$ cat src/rtl/core/ntr_pkg.sv
// package: scan state codes, result codes and character classes for the numeric token recognizer
`default_nettype none
package ntr_pkg;

    localparam int unsigned CharWidth   = 8;
    localparam int unsigned ActionWidth = 2;
    localparam int unsigned StatusWidth = 2;
    localparam int unsigned LenWidth    = 8;

    // packed result width, rounded up to whole bytes
    localparam int unsigned ResultBits = CharWidth + ActionWidth + StatusWidth + LenWidth;
    localparam int unsigned MTdataWidth = ((ResultBits + 7) / 8) * 8;

    localparam logic [LenWidth-1:0] MaxTokenLenReset = 8'd120;

    typedef enum logic [4:0] {
        ST_START   = 5'd0,
        ST_WS      = 5'd1,
        ST_MANT    = 5'd2,
        ST_FRAC0   = 5'd3,
        ST_FRAC    = 5'd4,
        ST_EXP0    = 5'd5,
        ST_EXPS    = 5'd6,
        ST_EXPD    = 5'd7,
        ST_NAN1    = 5'd8,
        ST_NAN2    = 5'd9,
        ST_NANDONE = 5'd10,
        ST_PAY     = 5'd11,
        ST_DONE    = 5'd12,
        ST_INF1    = 5'd13,
        ST_INF2    = 5'd14,
        ST_INF3    = 5'd15,
        ST_INF4    = 5'd16,
        ST_INF5    = 5'd17,
        ST_INF6    = 5'd18,
        ST_INF7    = 5'd19,
        ST_SIGNED  = 5'd20
    } scan_state_t;

    typedef enum logic [ActionWidth-1:0] {
        ACT_SKIP    = 2'd0,
        ACT_APPEND  = 2'd1,
        ACT_END_CH  = 2'd2,
        ACT_END_EOI = 2'd3
    } action_t;

    typedef enum logic [StatusWidth-1:0] {
        STS_NONE   = 2'd0,
        STS_NUMBER = 2'd1,
        STS_EOF    = 2'd2
    } status_t;

    typedef struct packed {
        logic        match;
        scan_state_t next;
    } step_t;

    function automatic logic is_space(input logic [CharWidth-1:0] c);
        return c inside {8'h20, 8'h0c, 8'h0a, 8'h0d, 8'h09, 8'h0b};
    endfunction

    function automatic logic is_digit(input logic [CharWidth-1:0] c);
        return c inside {["0":"9"]};
    endfunction

    function automatic logic is_alnum(input logic [CharWidth-1:0] c);
        return c inside {["0":"9"], ["A":"Z"], ["a":"z"]};
    endfunction

    function automatic logic [CharWidth-1:0] to_lower(input logic [CharWidth-1:0] c);
        return (c inside {["A":"Z"]}) ? (c | 8'h20) : c;
    endfunction

    // one step of the token grammar: does c extend the token, and where to
    function automatic step_t classify(input scan_state_t st, input logic [CharWidth-1:0] c);
        step_t           r;
        scan_state_t     eff;
        logic [CharWidth-1:0] lc;
        r.match = 1'b0;
        r.next  = ST_DONE;
        eff     = st;
        lc      = to_lower(c);
        // sign and word starts are optional prefixes that fall through
        if ((eff == ST_START) || (eff == ST_WS)) begin
            if ((c == "+") || (c == "-")) begin
                r.match = 1'b1;
                r.next  = ST_SIGNED;
                return r;
            end
            eff = ST_SIGNED;
        end
        if (eff == ST_SIGNED) begin
            if (lc == "n") begin
                r.match = 1'b1;
                r.next  = ST_NAN1;
                return r;
            end
            if (lc == "i") begin
                r.match = 1'b1;
                r.next  = ST_INF1;
                return r;
            end
            eff = ST_MANT;
        end
        case (eff)
            ST_MANT: begin
                if (is_digit(c)) begin
                    r.match = 1'b1; r.next = ST_MANT;
                end else if (c == ".") begin
                    r.match = 1'b1; r.next = ST_FRAC0;
                end else if (lc == "e") begin
                    r.match = 1'b1; r.next = ST_EXP0;
                end
            end
            ST_FRAC0: begin
                if (is_digit(c)) begin
                    r.match = 1'b1; r.next = ST_FRAC;
                end
            end
            ST_FRAC: begin
                if (is_digit(c)) begin
                    r.match = 1'b1; r.next = ST_FRAC;
                end else if (lc == "e") begin
                    r.match = 1'b1; r.next = ST_EXP0;
                end
            end
            ST_EXP0: begin
                if ((c == "+") || (c == "-")) begin
                    r.match = 1'b1; r.next = ST_EXPS;
                end else if (is_digit(c)) begin
                    r.match = 1'b1; r.next = ST_EXPD;
                end
            end
            ST_EXPS, ST_EXPD: begin
                if (is_digit(c)) begin
                    r.match = 1'b1; r.next = ST_EXPD;
                end
            end
            ST_NAN1: begin
                if (lc == "a") begin
                    r.match = 1'b1; r.next = ST_NAN2;
                end
            end
            ST_NAN2: begin
                if (lc == "n") begin
                    r.match = 1'b1; r.next = ST_NANDONE;
                end
            end
            ST_NANDONE: begin
                if (c == "(") begin
                    r.match = 1'b1; r.next = ST_PAY;
                end
            end
            ST_PAY: begin
                if (is_alnum(c) || (c == "_")) begin
                    r.match = 1'b1; r.next = ST_PAY;
                end else if (c == ")") begin
                    r.match = 1'b1; r.next = ST_DONE;
                end
            end
            // rest of "infinity" after the leading i
            ST_INF1: begin
                if (lc == "n") begin
                    r.match = 1'b1; r.next = ST_INF2;
                end
            end
            ST_INF2: begin
                if (lc == "f") begin
                    r.match = 1'b1; r.next = ST_INF3;
                end
            end
            ST_INF3: begin
                if (lc == "i") begin
                    r.match = 1'b1; r.next = ST_INF4;
                end
            end
            ST_INF4: begin
                if (lc == "n") begin
                    r.match = 1'b1; r.next = ST_INF5;
                end
            end
            ST_INF5: begin
                if (lc == "i") begin
                    r.match = 1'b1; r.next = ST_INF6;
                end
            end
            ST_INF6: begin
                if (lc == "t") begin
                    r.match = 1'b1; r.next = ST_INF7;
                end
            end
            ST_INF7: begin
                if (lc == "y") begin
                    r.match = 1'b1; r.next = ST_DONE;
                end
            end
            default: begin
                r.match = 1'b0;
            end
        endcase
        return r;
    endfunction

endpackage
`default_nettype wire

$ cat src/rtl/core/numeric_token_recognizer_unit.sv
// top level: numeric token recognizer, one character per item, one result per item
`default_nettype none
// Scans a character stream and recognizes the longest leading numeric token of each
// scan: leading whitespace, optional sign, then nan with an optional (payload), a
// case-insensitive prefix of infinity, or decimal digits with optional fraction and
// exponent. Each input item gives exactly one result item that marks the character as
// skipped whitespace, appended to the token, or the terminator (handed back, not
// consumed; the next item starts a fresh scan), or reports end of input. The grammar
// step is a single pass of logic from the accepted item and the scan state into the
// result register, so one item is taken per clock unless m_tready stalls; the result
// register is the only buffer, and s_tready drops only while a result waits on a
// stalled m_tready. The user must write max_token_len through cfg_we/cfg_wdata only
// while the stream is idle; the block does not enforce this. max_token_len resets to 120.
module numeric_token_recognizer_unit (
    input  wire logic                                aclk,
    input  wire logic                                aresetn,
    // configuration write, max_token_len
    input  wire logic                                cfg_we,
    input  wire logic [ntr_pkg::LenWidth-1:0]        cfg_wdata,
    // input items
    input  wire logic                                s_tvalid,
    output logic                                     s_tready,
    input  wire logic [ntr_pkg::CharWidth-1:0]       s_tdata,  // [7:0] ch
    input  wire logic                                s_tuser,  // [0] end_of_input
    // result items
    output logic                                     m_tvalid,
    input  wire logic                                m_tready,
    output logic [ntr_pkg::MTdataWidth-1:0]          m_tdata   // [7:0] ch_out, [9:8] action,
                                                               // [11:10] status,
                                                               // [19:12] token_len, rest zero
);
    import ntr_pkg::*;

    // scan state and configuration
    scan_state_t           state_reg, state_next;
    logic [LenWidth-1:0]   count_reg, count_next;
    logic [LenWidth-1:0]   max_len_reg;

    // result register
    logic                  m_valid_reg;
    logic [CharWidth-1:0]  ch_out_next;
    action_t               action_next;
    status_t               status_next;
    logic [LenWidth-1:0]   len_next;
    logic [MTdataWidth-1:0] m_data_reg, m_data_next;

    logic                  accept;
    step_t                 step;
    logic                  has_token;

    // the result register frees as it is drained, so take a new item in the same cycle
    assign s_tready = !m_valid_reg || m_tready;
    assign accept   = s_tvalid && s_tready;
    assign m_tvalid = m_valid_reg;
    assign m_tdata  = m_data_reg;

    assign step      = classify(state_reg, s_tdata);
    assign has_token = (count_reg != '0);

    // grammar step: next scan state and the result for this character
    always_comb begin
        state_next  = state_reg;
        count_next  = count_reg;
        ch_out_next = s_tdata;
        action_next = ACT_END_CH;
        status_next = has_token ? STS_NUMBER : STS_NONE;
        len_next    = count_reg;
        if (s_tuser) begin
            // end of input closes the scan; nothing at all seen gives end of file
            ch_out_next = '0;
            action_next = ACT_END_EOI;
            if (state_reg == ST_START) begin
                status_next = STS_EOF;
            end
            state_next = ST_START;
            count_next = '0;
        end else if (((state_reg == ST_START) || (state_reg == ST_WS)) && is_space(s_tdata)) begin
            action_next = ACT_SKIP;
            status_next = STS_NONE;
            len_next    = '0;
            state_next  = ST_WS;
        end else if (step.match && (count_reg < max_len_reg)) begin
            // count cannot wrap: it stays below max_len_reg before the add
            count_next  = count_reg + 1'b1;
            state_next  = step.next;
            action_next = ACT_APPEND;
            status_next = STS_NONE;
            len_next    = count_reg + 1'b1;
        end else begin
            // terminator, or the length limit reached: hand the character back
            state_next = ST_START;
            count_next = '0;
        end
    end

    always_comb begin
        m_data_next = '0;
        m_data_next[ResultBits-1:0] = {len_next, status_next, action_next, ch_out_next};
    end

    always_ff @(posedge aclk) begin
        if (!aresetn) begin
            state_reg   <= ST_START;
            count_reg   <= '0;
            max_len_reg <= MaxTokenLenReset;
            m_valid_reg <= 1'b0;
        end else begin
            if (cfg_we) begin
                max_len_reg <= cfg_wdata;
            end
            if (accept) begin
                state_reg   <= state_next;
                count_reg   <= count_next;
                m_valid_reg <= 1'b1;
            end else if (m_tready) begin
                m_valid_reg <= 1'b0;
            end
        end
    end

    // payload needs no reset
    always_ff @(posedge aclk) begin
        if (accept) begin
            m_data_reg <= m_data_next;
        end
    end

endmodule
`default_nettype wire

$ cat config.mk
export PLATFORM = sky130hd
export DESIGN_NAME = numeric_token_recognizer_unit
export DESIGN_NICKNAME = d
export VERILOG_FILES = /design/src/rtl/core/ntr_pkg.sv /design/src/rtl/core/numeric_token_recognizer_unit.sv
export SDC_FILE = /design/constraint.sdc
export NUM_CORES = 1
export LEC_CHECK = 0
export BUFFER_PORTS_ARGS = -buffer_cell sky130_fd_sc_hd__clkbuf_2
export CAP_MARGIN = 5
export CORE_MARGIN = 2
export CORE_UTILIZATION = 55
export CTS_BUF_LIST = sky130_fd_sc_hd__clkbuf_16
export CTS_CLUSTER_DIAMETER = 100
export DETAILED_ROUTE_END_ITERATION = 8
export GPL_ROUTABILITY_DRIVEN = 0
export PLACE_DENSITY = 0.78
export SYNTH_ARGS = -nofsm -noshare
export SYNTH_HDL_FRONTEND = slang
export SYNTH_SLANG_ARGS = --single-unit
$ cat constraint.sdc
create_clock -name aclk -period 6.15 [get_ports aclk]
set_input_delay 0.9225 -clock aclk [delete_from_list [all_inputs] [get_ports aclk]]
set_output_delay 0.9225 -clock aclk [all_outputs]
set_load 0.005 [all_outputs]
Yosys cells after proc, flatten, opt, wreduce, memory -nomap -nowiden
Cells that the tools add are included.
{"block": "totals", "elab_cells": 148, "ramBits": 0, "latchBits": 0, "output_inout_bits": 26, "memories": 0, "mem_bits_ro": 0, "reg_bits": 42}
{"block": "classes", "n_lt_le_gt_ge": 7, "n_shift": 0, "bitwise": 0, "div": 0, "reduce_logical": 18, "addsub": 1, "n_mux": 77, "n_mul": 0, "eq_ne": 39}
{"cell": "6-bit two-way mux", "n": 36}
{"cell": "5-bit case mux with 16 select lines", "n": 1}
{"cell": "8-bit by 7-bit equality test with 1-bit output (second input constant)", "n": 8}
{"cell": "8-bit by 6-bit equality test with 1-bit output (second input constant)", "n": 6}
{"cell": "8-bit two-way mux", "n": 6}
{"cell": "5-bit two-way mux", "n": 9}
{"cell": "8-bit by 4-bit equality test with 1-bit output (second input constant)", "n": 5}
{"cell": "5-bit by 4-bit equality test with 1-bit output (second input constant)", "n": 7}
{"cell": "5-bit equality test (second input constant)", "n": 5}
{"cell": "5-bit by 3-bit equality test with 1-bit output (second input constant)", "n": 4}
{"cell": "1-bit two-way mux", "n": 20}
{"cell": "8-bit by 7-bit >= comparator with 1-bit output (second input constant)", "n": 2}
{"cell": "8-bit by 7-bit <= comparator with 1-bit output (second input constant)", "n": 2}
{"cell": "1-bit case mux with 16 select lines", "n": 1}
{"cell": "5-bit by 2-bit equality test with 1-bit output (second input constant)", "n": 2}
{"cell": "8-bit by 1-bit adder with 8-bit output (second input constant)", "n": 1}
{"cell": "8-bit by 6-bit >= comparator with 1-bit output (second input constant)", "n": 1}
{"cell": "8-bit by 6-bit <= comparator with 1-bit output (second input constant)", "n": 1}
{"cell": "8-bit < comparator", "n": 1}
{"cell": "2-bit two-way mux", "n": 4}
{"cell": "8-bit nonzero test", "n": 1}
{"cell": "1-bit logical AND", "n": 6}
{"cell": "6-bit nonzero test", "n": 1}
{"cell": "5-bit by 1-bit equality test with 1-bit output (second input constant)", "n": 1}
{"cell": "other kinds (8)", "n": 11}

Longest topological paths before layout
Gate-level depths: netlist of the first run.
{"block": "depth", "ltp_word": 25, "ltp_mapped": 12, "mapped_depth_nobuf": 11}

Worst setup path before layout of the first run
OpenSTA, ideal clock, no wires.
{"block": "synth_timing", "kind": "input to register", "start": "input port s_tdata[4] (netlist bit)", "end": "register m_data_reg[12] (netlist: m_tdata[12]) (data pin)", "arrival_ps": 3362, "path_stages": 11, "slack_ps": 2531, "setup_time_ps": 256, "path_cell_list": "buf_2 or4_1 o21ai_0 o21ai_0 o31a_1 a2111oi_0 o2111a_2 nor3_1 ha_1 nor2_1 a22o_1"}
{"block": "synth_via", "elab_chain_len": 21}
{"item": "start: declaration", "line_no": "numeric_token_recognizer_unit.sv:23", "rtl": "input wire logic [ntr_pkg::CharWidth-1:0] s_tdata,"}
{"item": "8-bit by 7-bit >= comparator with 1-bit output or 8-bit by 7-bit <= comparator with 1-bit output (tied branches)", "line_no": "ntr_pkg.sv:67, ntr_pkg.sv:71"}
{"item": "1-bit logical AND", "line_no": "ntr_pkg.sv:67, ntr_pkg.sv:71"}
{"item": "6-bit two-way mux", "line_no": "ntr_pkg.sv:71", "rtl": "return (c inside {[\"A\":\"Z\"]}) ? (c | 8'h20) : c;"}
{"item": "8-bit by 7-bit equality test with 1-bit output", "line_no": "ntr_pkg.sv:98, ntr_pkg.sv:173, ntr_pkg.sv:183"}
{"item": "1-bit two-way mux (2 in series)", "line_no": "ntr_pkg.sv:98", "rtl": "if (lc == \"i\") begin"}
{"item": "1-bit two-way mux (2 in series)", "line_no": "ntr_pkg.sv:92", "rtl": "if (eff == ST_SIGNED) begin"}
{"item": "5-bit two-way mux", "line_no": "ntr_pkg.sv:103", "rtl": "eff = ST_MANT;"}
{"item": "5-bit two-way mux", "line_no": "ntr_pkg.sv:98"}
{"item": "(+4 left out)"}
{"item": "1-bit case mux with 16 select lines", "line_no": "ntr_pkg.sv:105", "rtl": "case (eff)"}
{"item": "6-bit two-way mux", "line_no": "ntr_pkg.sv:105"}
{"item": "6-bit two-way mux", "line_no": "ntr_pkg.sv:92"}
{"item": "1-bit logical AND", "line_no": "numeric_token_recognizer_unit.sv:82", "rtl": "end else if (step.match && (count_reg < max_len_reg)) begin"}
{"item": "8-bit two-way mux", "line_no": "numeric_token_recognizer_unit.sv:82"}
{"item": "8-bit two-way mux *", "line_no": "numeric_token_recognizer_unit.sv:77", "rtl": "end else if (((state_reg == ST_START) || (state_reg == ST_WS)) && is_space(s_tdata)) begin"}
{"item": "8-bit two-way mux *", "line_no": "numeric_token_recognizer_unit.sv:68", "rtl": "if (s_tuser) begin"}
{"item": "named net len_next[0]", "line_no": "numeric_token_recognizer_unit.sv:44", "rtl": "logic [LenWidth-1:0] len_next;"}
{"item": "end signal: assignment", "line_no": "numeric_token_recognizer_unit.sv:124", "rtl": "m_data_reg <= m_data_next;"}
{"item": "end: declaration", "line_no": "numeric_token_recognizer_unit.sv:45", "rtl": "logic [MTdataWidth-1:0] m_data_reg, m_data_next;"}
The timed path passes the listed nets; every way through them passes the cells marked *. The select of a mux whose other input is x is not followed.
A chain may end at the register's enable or synchronous reset.

Final worst setup path of the first run
{"block": "layout_timing", "start": "input port s_tdata[3] (netlist bit)", "end": "register m_data_reg[12] (netlist: m_tdata[12]) (data pin)"}
The elaborated chain is that of the path after synthesis.

==> results of run 1 <==
-- path summary, 6_finish.rpt --
kind             startpoint        endpoint  slack (ns)
max              s_tdata[3]     m_tdata[12]        2.42
min          max_len_reg[5]  max_len_reg[5]        0.49
max reg2reg    state_reg[2]     m_tdata[14]        2.57
min reg2reg  max_len_reg[5]  max_len_reg[5]        0.49
-- layout make-up --
class | count | area (um^2) | share of cell area (%)
clock buffer | 5 | 125 | 3.62
clock inverter | 3 | 17.5 | 0.506
inverter | 21 | 78.8 | 2.28
multi-input combinational | 297 | 1890 | 54.7
sequential | 42 | 1040 | 30.1
tap | 72 | 90.1 | 2.60
timing repair buffer | 43 | 215 | 6.22
-- power by group --
group / internal, W / switching (W)
combinational: 0.0000315 / 0.0000494
clock: 0.000149 / 0.0000997
sequential: 0.000305 / 0.00000470
total: 0.000485 / 0.000154
-- kinds of logic (layout without fill, tap and decap cells) --
group	count (synthesis)	after routing	synth area share, %
compound gates	97	97	22.1
xor+xnor	3	3	0.838
fa+ha+maj	10	10	3.99
buf+inv	48	72	6.82
flops	42	42	33.2
mux	5	5	1.60
other cells	1	4	0.120
simple gates	178	178	31.3
-- metal layers --
layer / wire length, um / track usage, %
met1: 3380 / 34.5
met3: 673 / 6.00
met4: 102 / 6.21
met2: 3340 / 38.1
met5: 0 / 0
-- metrics by stage --
stage	worst slack (ns)	power, W	utilization [%]	cell area, um^2	hold slack, ns
final	2.42	0.000639	62.8	3460	0.490
after floorplan	2.53	0.000370	-	3150	0.459
after global routing	2.21	0.000668	62.8	3460	0.516
after global placement	2.22	0.000394	60.2	3320	0.476
after CTS	2.52	0.000644	62.8	3460	0.495
after detailed placement	2.25	0.000395	60.2	3320	0.486
-- worst max-delay path: stages --
cell and delay, ns:
clkbuf_2 0.21, nor2b_2 0.32, nand4_1 0.35, a21boi_2 0.37, nor2_1 0.13, a2111oi_0 0.45
o2111a_2 0.32, nor3_1 0.11, ha_1 0.32, nor2_1 0.04, a22o_1 0.21
-- cell usage in the layout (no fill, tap or decap), drive strengths merged, types with 3 or more instances in the layout --
master | Yosys | layout
o21ai | 25 | 25
clkbuf | 13 | 48
o31ai | 4 | 4
and2 | 4 | 4
nor4 | 5 | 5
nor4b | 5 | 5
or2 | 3 | 3
edfxtp | 20 | 20
o211ai | 10 | 10
nor2b | 23 | 23
o2bb2ai | 4 | 4
or3 | 4 | 4
mux2i | 5 | 5
a22oi | 6 | 6
nor3b | 6 | 6
o2111ai | 3 | 3
nand2 | 49 | 49
nor2 | 30 | 30
ha | 10 | 10
a31oi | 4 | 4
o31a | 3 | 3
or4 | 3 | 3
conb | 1 | 4
inv | 21 | 22
a21boi | 4 | 4
and4b | 3 | 3
o22ai | 3 | 3
nand2b | 5 | 5
dfxtp | 22 | 22
nand3 | 18 | 18
nor3 | 9 | 9
nand4 | 3 | 3
a21oi | 10 | 10
==> results.ini, run 1 <==
[die]
dieArea_um2 = 6320
die_w_um = 79.5
start_util_pct = 56.9
die_h_um = 79.5
num_rows = 27
io_pins = 48
core_um2 = 5510

[placed_design]
dp.final_hpwl_um = 5350
io_buffers = 43
place_inst = 475

[logic_synthesis]
avgSynthCellArea_um2 = 8.17
synth.yosys.warnings = 0
yosys.cell_types.count = 71
seq_area_frac_synth_pct = 33.2
synthTopCellsByCount = 49 x nand2_1, 29 x nor2_1, 23 x o21ai_0
ys_ff_latch = 42
synthFlopType = dfxtp_1
synthCells = 384
yosysTopAreaCell = edfxtp_1
async_flop_share_pct = 0
syn_area_um2 = 3140
yosysTopAreaCellShare_pct = 19.2
synth_most_common_cell = nand2_1
synth_edf_count = 20
ys_top_cells_by_area = edfxtp_1 19%, dfxtp_1 14%, nand2_1 5.9%

[worst_setup_path]
crit_type = in -> reg
critPathRequiredTime_ns = 6.18
arrival_ns = 3.76
critPathLaunchType = input port
crit_fanout = 12
rr_worst_depth = 9
cp-end-kind = register

[cells_and_area]
n_antenna_cell = 0
fin_cells = 483
nets = 442
largest_register_ffs = 20
drive_gt1_share_pct = 15.6
fill_cells = 471
area_growth_pct = 10.3

[min_path]
holdPathStages = 2
hold_path_class = reg -> reg

[clock_tree]
cts_hold_buffers = 0
cts_setup_buffers = 0
cts.repair.resized = 0
cts_buffers = 5
clockRootBuffer = clkbuf_16
cts.clk_slew.worst_paths_ns = 0.06
ctsLongestPathBuffers = 2
h-tree-depth = 2
clock_latency_ns = 0.28
clkSinkCount = 42
cts_tree = yes

[routing]
avgViaCountPerCell = 6.22
vias = 3005
drt_iter0_drc = 421
first_pass_iters = 5
drtAntennaViolNets = 0
totalWireLength_um = 7490
drc = 0
avgRoutedWirePerCell_um = 15.5

[grt]
grt_pass1_vias = 2671
antenna_found_initial = 0
grt_max_degree = 25
grt_first_pass_wirelength_um = 12500
grt_overflow = 0
grt_usage_pct = 24.6

[timing]
period_share_pct = 60.7
skew_ns = 0.00631
relSlewSlack_pct = 42.5
finalWorstPathRequiredPeriod_ns = 3.73
slew_viol_final = 0
setup_viol = 0
worstMarginPinSlew_ns = 0.861
final-hold-violation-count = 0
fin_setup_tns_ns = 0
max_freq_mhz = 268
rsz0062_at_grt = no

[job]
cap_viol_max_count = 0

[power]
ir_drop_v = 0.000141
power.density_nw_per_um2 = 185
p_leak_nw = 1.42

[status]
status = completed

No activity file was read; power rests on OpenSTA's default activity.
==> inputs of run 2 (changes only) <==
==> constraint.sdc (replaced) <==
create_clock -name aclk -period 3.58 [get_ports aclk]
set_input_delay 0.537 -clock aclk [delete_from_list [all_inputs] [get_ports aclk]]
set_output_delay 0.537 -clock aclk [all_outputs]
set_load 0.005 [all_outputs]
==> run 2 against run 1 <==
  * Register-to-register slack got worse by 2.3 ns
  * Worst setup slack got worse by 2.1 ns
  * Total power increased by 74%
  * Critical path type is now reg -> reg
  * Critical endpoint is now m_tdata[15]
==> results.ini, run 2 (same netlist as run 1, synthesis figures left out) <==
[clock_tree]
cts_buffers = 5  ; unchanged
clockRootBuffer = clkbuf_16
cts.clk_slew.worst_paths_ns = 0.06  ; about the same
h-tree-depth = 2  ; unchanged
clkSinkCount = 42  ; unchanged
clock_latency_ns = 0.28  ; about the same
cts_tree = yes
ctsLongestPathBuffers = 2  ; unchanged
cts_setup_buffers = 0  ; unchanged

[worst_setup_path]
crit_fanout = 12  ; unchanged
crit_family = simple AND/OR/NAND/NOR gates
critPathLaunchType = register
crit_type = reg -> reg
max_stage_delay_ns = 0.51  ; +0.06 ns
rrSetupSlack_ns = 0.29  ; -2.28 ns
worstPathBufferInverterCount = 1  ; unchanged
regToRegStartpoint = state_reg[2]
cp-end-kind = register
path_cells = buf_4 > nor2_1 > nand2_1 > o21ai_1 > o21ai_0 > o2111a_2 > or3_1 > or4_1 > nand3_1
arrival_ns = 3.44  ; -0.32 ns
rr_worst_depth = 9  ; unchanged
critPathRequiredTime_ns = 3.73  ; -2.45 ns
slowest_stage = or4_1
r2r_end = m_tdata[15]

[grt]
antenna_found_initial = 0  ; unchanged
grt_usage_pct = 25.0  ; +0.40 points
grt_overflow = 0  ; unchanged
grt_first_pass_wirelength_um = 12600  ; +0.38%
grt_max_degree = 22  ; -12%
grt_pass1_vias = 2649  ; -0.82%

[power]
p_int_w = 0.000842  ; +73%
ir_drop_v = 0.000284  ; +100%
comb_power_share_pct = 13.5  ; +0.8 points
p_sw_w = 0.000272  ; +77%
power.density_nw_per_um2 = 308  ; +67%
p_seq_share_pct = 47.7  ; -0.8 points
p_clk_share_pct = 38.8  ; about the same
p_leak_nw = 1.52  ; +7.3%
swShare_pct = 24.4  ; +0.35 points

[cells_and_area]
largest_register_ffs = 20  ; unchanged
n_antenna_cell = 0  ; unchanged
nets = 462  ; +4.5%
drive_gt1_share_pct = 19.7  ; +4.1 points
fill_cells = 463  ; -1.7%
final_common_cell = nand2_1
fin_area_um2 = 3610  ; +4.5%
fin_util_pct = 65.6  ; +2.8 points
mostFrequentLayoutCells = 49 x nand2_1, 43 x clkbuf_2, 29 x nor2_1, 23 x o21ai_0
fin_cells = 503  ; +4.1%
area_growth_pct = 15.3

[min_path]
worstHoldStart = cfg_wdata[6]
worst_hold_path.endpoint = max_len_reg[6]
holdPathStages = 3  ; +1
hold_path_class = in -> reg

[routing]
drc = 0  ; unchanged
avgRoutedWirePerCell_um = 15.6  ; +0.56%
drtAntennaViolNets = 0  ; unchanged
vias = 3104  ; +3.3%
drt_iter0_drc = 279  ; -34%
first_pass_iters = 7  ; +2
totalWireLength_um = 7840  ; +4.7%
avgViaCountPerCell = 6.17  ; -0.81%

[die]
start_util_pct = 56.9  ; unchanged
io_pins = 48  ; unchanged
die_w_um = 79.5  ; unchanged
core_um2 = 5510  ; unchanged
dieArea_um2 = 6320  ; unchanged
num_rows = 27  ; unchanged
die_h_um = 79.5  ; unchanged

[timing]
setup_viol = 0  ; unchanged
worstMarginPinSlew_ns = 0.581  ; -0.279 ns
max_freq_mhz = 304
rsz0062_at_grt = no
skew_ns = 0.00371  ; -0.00260 ns
worst_slack_ns = 0.286  ; -2.13 ns
slew_viol_final = 0  ; unchanged
finalWorstPathRequiredPeriod_ns = 3.29
relSlewSlack_pct = 60.7  ; +18 points
period_share_pct = 92.0
fin_setup_tns_ns = 0  ; unchanged
final-hold-violation-count = 0  ; unchanged

[placed_design]
placed_cell_area_um2 = 3470  ; +4.5%
dp.final_hpwl_um = 5810  ; +8.5%
io_buffers = 43  ; unchanged
pre_cts_ws_ns = 0.191  ; -2.06 ns
place_inst = 495  ; +4.2%

[status]
status = completed

[job]
cap_viol_max_count = 0  ; unchanged

-- run 2: cell count changes in the layout (fill, tap and decap cells not counted), sizes merged --
cell,change
buf,+20
-- run 2: layer usage --
metal,track usage [%],vias up,share of wire [%]
met1,34.4,1404,43
li1,-,1493,-
met4,6.55,0,2.1
met5,0,-,0
met3,5.77,19,9.8
met2,39.6,188,45
-- run 2: worst register-to-register path: cells and delay by family, from the launching register on --
family,cells,cell delay (ns)
buffers and inverters,1,0.26
AND/OR/NAND/NOR,5,1.43
AO/OA/AOI/OAI,3,1.04
flip-flops,1,0.45
-- run 2: power by group through the flow --
stage	Clock, W	Sequential [W]	Combinational, W
2_1_floorplan	0	0.000542	0.0000928
3_3_place_gp	0	0.000541	0.000144
3_5_place_dp	0	0.000542	0.000147
4_1_cts	0.000437	0.000532	0.000148
5_1_grt	0.000457	0.000533	0.000167
6_report	0.000432	0.000532	0.000150
-- run 2: area by class of cell --
| cell class | count | area [um^2] | share of cell area [%] |
|---|---|---|---|
| repair buffers | 63 | 365 | 10.1 |
| flip-flops and latches | 42 | 1040 | 28.8 |
| well taps | 72 | 90.1 | 2.49 |
| multi-input cells | 297 | 1900 | 52.5 |
| inverters | 21 | 78.8 | 2.18 |
| clock buffers | 5 | 125 | 3.46 |
| clock inverters | 3 | 17.5 | 0.485 |
-- run 2: metrics by stage --
stage / hold WS [ns] / total power [W]
3_5_place_dp: 0.486 / 0.000689
3_3_place_gp: 0.477 / 0.000686
4_1_cts: 0.472 / 0.00112
6_report: 0.472 / 0.00111
5_1_grt: 0.490 / 0.00116
2_1_floorplan: 0.459 / 0.000635
-- run 2: worst max-delay path by stage --
stage / from / end / depth (start not counted)
2_1_floorplan: s_tdata[4] / m_tdata[12] / 11
3_3_place_gp: s_tdata[1] / m_tdata[12] / 11
3_5_place_dp: s_tdata[1] / m_tdata[12] / 11
4_1_cts: state_reg[2] / m_tdata[14] / 9
5_1_grt: state_reg[2] / m_tdata[15] / 9
6_report: state_reg[2] / m_tdata[15] / 9
-- run 2: timing repair --
action	4_1_cts	5_1_grt
endpoints found under the setup margin	0	2
hold buffers	0	0
gates resized for setup	0	1
==> inputs of run 3 (changes only) <==
--- a/config.mk
+++ b/config.mk
@@ -14,6 +14,7 @@
 export DETAILED_ROUTE_END_ITERATION = 8
 export GPL_ROUTABILITY_DRIVEN = 0
 export PLACE_DENSITY = 0.78
+export REMOVE_ABC_BUFFERS = 1
 export SYNTH_ARGS = -nofsm -noshare
 export SYNTH_HDL_FRONTEND = slang
 export SYNTH_SLANG_ARGS = --single-unit
==> constraint.sdc (replaced) <==
create_clock -name aclk -period 3.5 [get_ports aclk]
set_input_delay 0.525 -clock aclk [delete_from_list [all_inputs] [get_ports aclk]]
set_output_delay 0.525 -clock aclk [all_outputs]
set_load 0.005 [all_outputs]
==> run 3 against run 2 <==
  * Global-route usage is 1.6 points higher
  * Final area rose by 1.7%
  * Highest routed layer unchanged
  * Hold slack got worse by 0.0068 ns
  * Die area unchanged
  * Clock skew increased by 0.0039 ns
  * Critical path depth did not move
  * Total power is 3.3% higher
  * Non-clock buffer count up 8
  * Sequential power increased by 2%
  * Wire length increased by 5.3%
==> results.ini, run 3 (same netlist as run 1, synthesis figures left out) <==
[worst_setup_path]
path_cells = inv_1 > or3_1 > or3_1 > a31oi_1 > a2111oi_0 > o2111a_2 > nor3_1 > nand2b_1 > o31ai_1
slowest_stage = dfxtp_1
rrSetupSlack_ns = 0.20  ; -0.08 ns
cp-end-kind = register
crit_fanout = 12  ; unchanged
crit_top_cell = or3_1
crit_family = simple AND/OR/NAND/NOR gates
critPathRequiredTime_ns = 3.58  ; -0.15 ns
regToRegStartpoint = state_reg[2]
crit_type = reg -> reg
arrival_ns = 3.37  ; -0.07 ns
cp-startpoint = state_reg[2]
critPathLaunchType = register
r2r_end = m_tdata[14]
max_stage_delay_ns = 0.61  ; +0.10 ns
worstPathBufferInverterCount = 1  ; unchanged
rr_worst_depth = 9  ; unchanged

[clock_tree]
ctsLongestPathBuffers = 2  ; unchanged
clock_latency_ns = 0.28  ; about the same
h-tree-depth = 2  ; unchanged
cts_setup_buffers = 0  ; unchanged
cts_buffers = 5  ; unchanged
clkSinkCount = 42  ; unchanged
clockRootBuffer = clkbuf_16
cts_hold_buffers = 0  ; unchanged
cts_tree = yes
cts.clk_slew.worst_paths_ns = 0.06  ; about the same

[cells_and_area]
nets = 470  ; +1.7%
fin_area_um2 = 3680  ; +1.7%
drive_gt1_share_pct = 21.4  ; +1.7 points
final_common_cell = nand2_1
n_antenna_cell = 0  ; unchanged
mostFrequentLayoutCells = 49 x nand2_1, 43 x clkbuf_2, 29 x nor2_1, 28 x buf_4, 23 x o21ai_0
largest_register_ffs = 20  ; unchanged
area_growth_pct = 17.3
fin_util_pct = 66.8  ; +1.1 points

[power]
p_int_w = 0.000868  ; +3.0%
ir_drop_v = 0.000313  ; +10%
p_seq_share_pct = 47.3  ; -0.4 points
swShare_pct = 24.6  ; +0.23 points
p_clk_share_pct = 38.9  ; about the same
power.density_nw_per_um2 = 313  ; +1.6%
comb_power_share_pct = 13.9  ; +0.4 points
p_leak_nw = 1.55  ; +1.9%
p_sw_w = 0.000284  ; +4.3%

[timing]
finalWorstPathRequiredPeriod_ns = 3.30  ; +0.00335 ns
fin_setup_tns_ns = 0  ; unchanged
worstMarginPinSlew_ns = 0.865  ; +0.283 ns
slew_viol_final = 0  ; unchanged
skew_ns = 0.00764  ; +0.00393 ns
rsz0062_at_grt = no
period_share_pct = 94.2  ; +2.2 points
final-hold-violation-count = 0  ; unchanged
relSlewSlack_pct = 42.2  ; -19 points
max_freq_mhz = 303  ; -0.10%
setup_viol = 0  ; unchanged

[grt]
grt_first_pass_wirelength_um = 13400  ; +6.5%
grt_max_degree = 22  ; unchanged
grt_pass1_vias = 2875  ; +8.5%
grt_overflow = 0  ; unchanged
grt_usage_pct = 26.6  ; +1.6 points
antenna_found_initial = 0  ; unchanged

[die]
num_rows = 27  ; unchanged
io_pins = 48  ; unchanged
start_util_pct = 56.9  ; unchanged
die_h_um = 79.5  ; unchanged
dieArea_um2 = 6320  ; unchanged
core_um2 = 5510  ; unchanged
die_w_um = 79.5  ; unchanged

[routing]
drc = 0  ; unchanged
totalWireLength_um = 8260  ; +5.3%
first_pass_iters = 5  ; -2
drt_iter0_drc = 332  ; +19%
avgViaCountPerCell = 6.15  ; -0.30%
vias = 3144  ; +1.3%
drtAntennaViolNets = 0  ; unchanged
avgRoutedWirePerCell_um = 16.2  ; +3.6%

[min_path]
hold_path_class = in -> reg
worstHoldStart = cfg_wdata[3]
holdPathStages = 3  ; unchanged
worst_hold_path.endpoint = max_len_reg[3]

[placed_design]
io_buffers = 43  ; unchanged
dp.final_hpwl_um = 6120  ; +5.3%
placed_cell_area_um2 = 3530  ; +1.7%

[status]
status = completed

[job]
cap_viol_max_count = 0  ; unchanged

==> run 3: cell types whose count changed in the layout (fill, tap and decap cells not counted), sizes merged <==
| cell | previous run | this run |
|---|---|---|
| clkinvlp | 0 | 1 |
| buf | 20 | 28 |
| inv | 22 | 21 |
==> run 3: layer usage <==
metal  share of wire (%)  track usage (%)  vias up
met3                 8.8             5.88       24
met5                   0                0        -
met1                  44             36.3     1442
met2                  45             41.3      175
li1                    -                -     1503
met4                 2.2             9.66        0
==> run 3: worst max path at each step <==
| stage | end | depth (start not counted) | slack (ns) |
|---|---|---|---|
| after floorplan | m_tdata[15] | 9 | 0.43 |
| after global placement | m_tdata[12] | 11 | 0.14 |
| after detailed placement | m_tdata[12] | 12 | 0.06 |
| after CTS | m_tdata[14] | 9 | 0.26 |
| after global routing | m_tdata[14] | 9 | 0.05 |
| final | m_tdata[14] | 9 | 0.20 |
==> run 3: final cells by class <==
cell class | instances | area [um^2]
Clock inverter | 3 | 21.3
Inverter | 21 | 78.8
Timing Repair Buffer | 71 | 425
Multi-Input combinational cell | 297 | 1900
Sequential cell | 42 | 1040
Fill cell | 453 | 1830
Clock buffer | 5 | 125
Tap cell | 72 | 90.1
==> run 3: what timing repair did <==
action	CTS	global route
gates resized for setup	0	1
setup endpoints to repair	0	11
hold endpoints to repair	0	0
==> run 3: worst reg2reg max path, delay by kind of cell (launching register included) <==
kind	cells	cell delay, ns
DFF	1	0.61
AOI/OAI and AO/OA	4	0.85
and+or+nand+nor	4	1.54
buffers and inverters	1	0.10
==> run 3: power groups by stage <==
stage	Clock (W)	Combinational, W	Sequential (W)
after global placement	0	0.000153	0.000554
after global routing	0.000475	0.000176	0.000546
final	0.000447	0.000160	0.000544
after floorplan	0	0.0000764	0.000556
after CTS	0.000451	0.000158	0.000544
after detailed placement	0	0.000156	0.000555
==> run 3: stage by stage <==
step	power, W	hold slack, ns	cells	setup WS, ns
2_1_floorplan	0.000632	0.459	360	0.428
3_3_place_gp	0.000707	0.474	503	0.140
3_5_place_dp	0.000711	0.475	503	0.0560
4_1_cts	0.00115	0.461	511	0.255
5_1_grt	0.00120	0.466	511	0.0487
6_report	0.00115	0.465	511	0.202
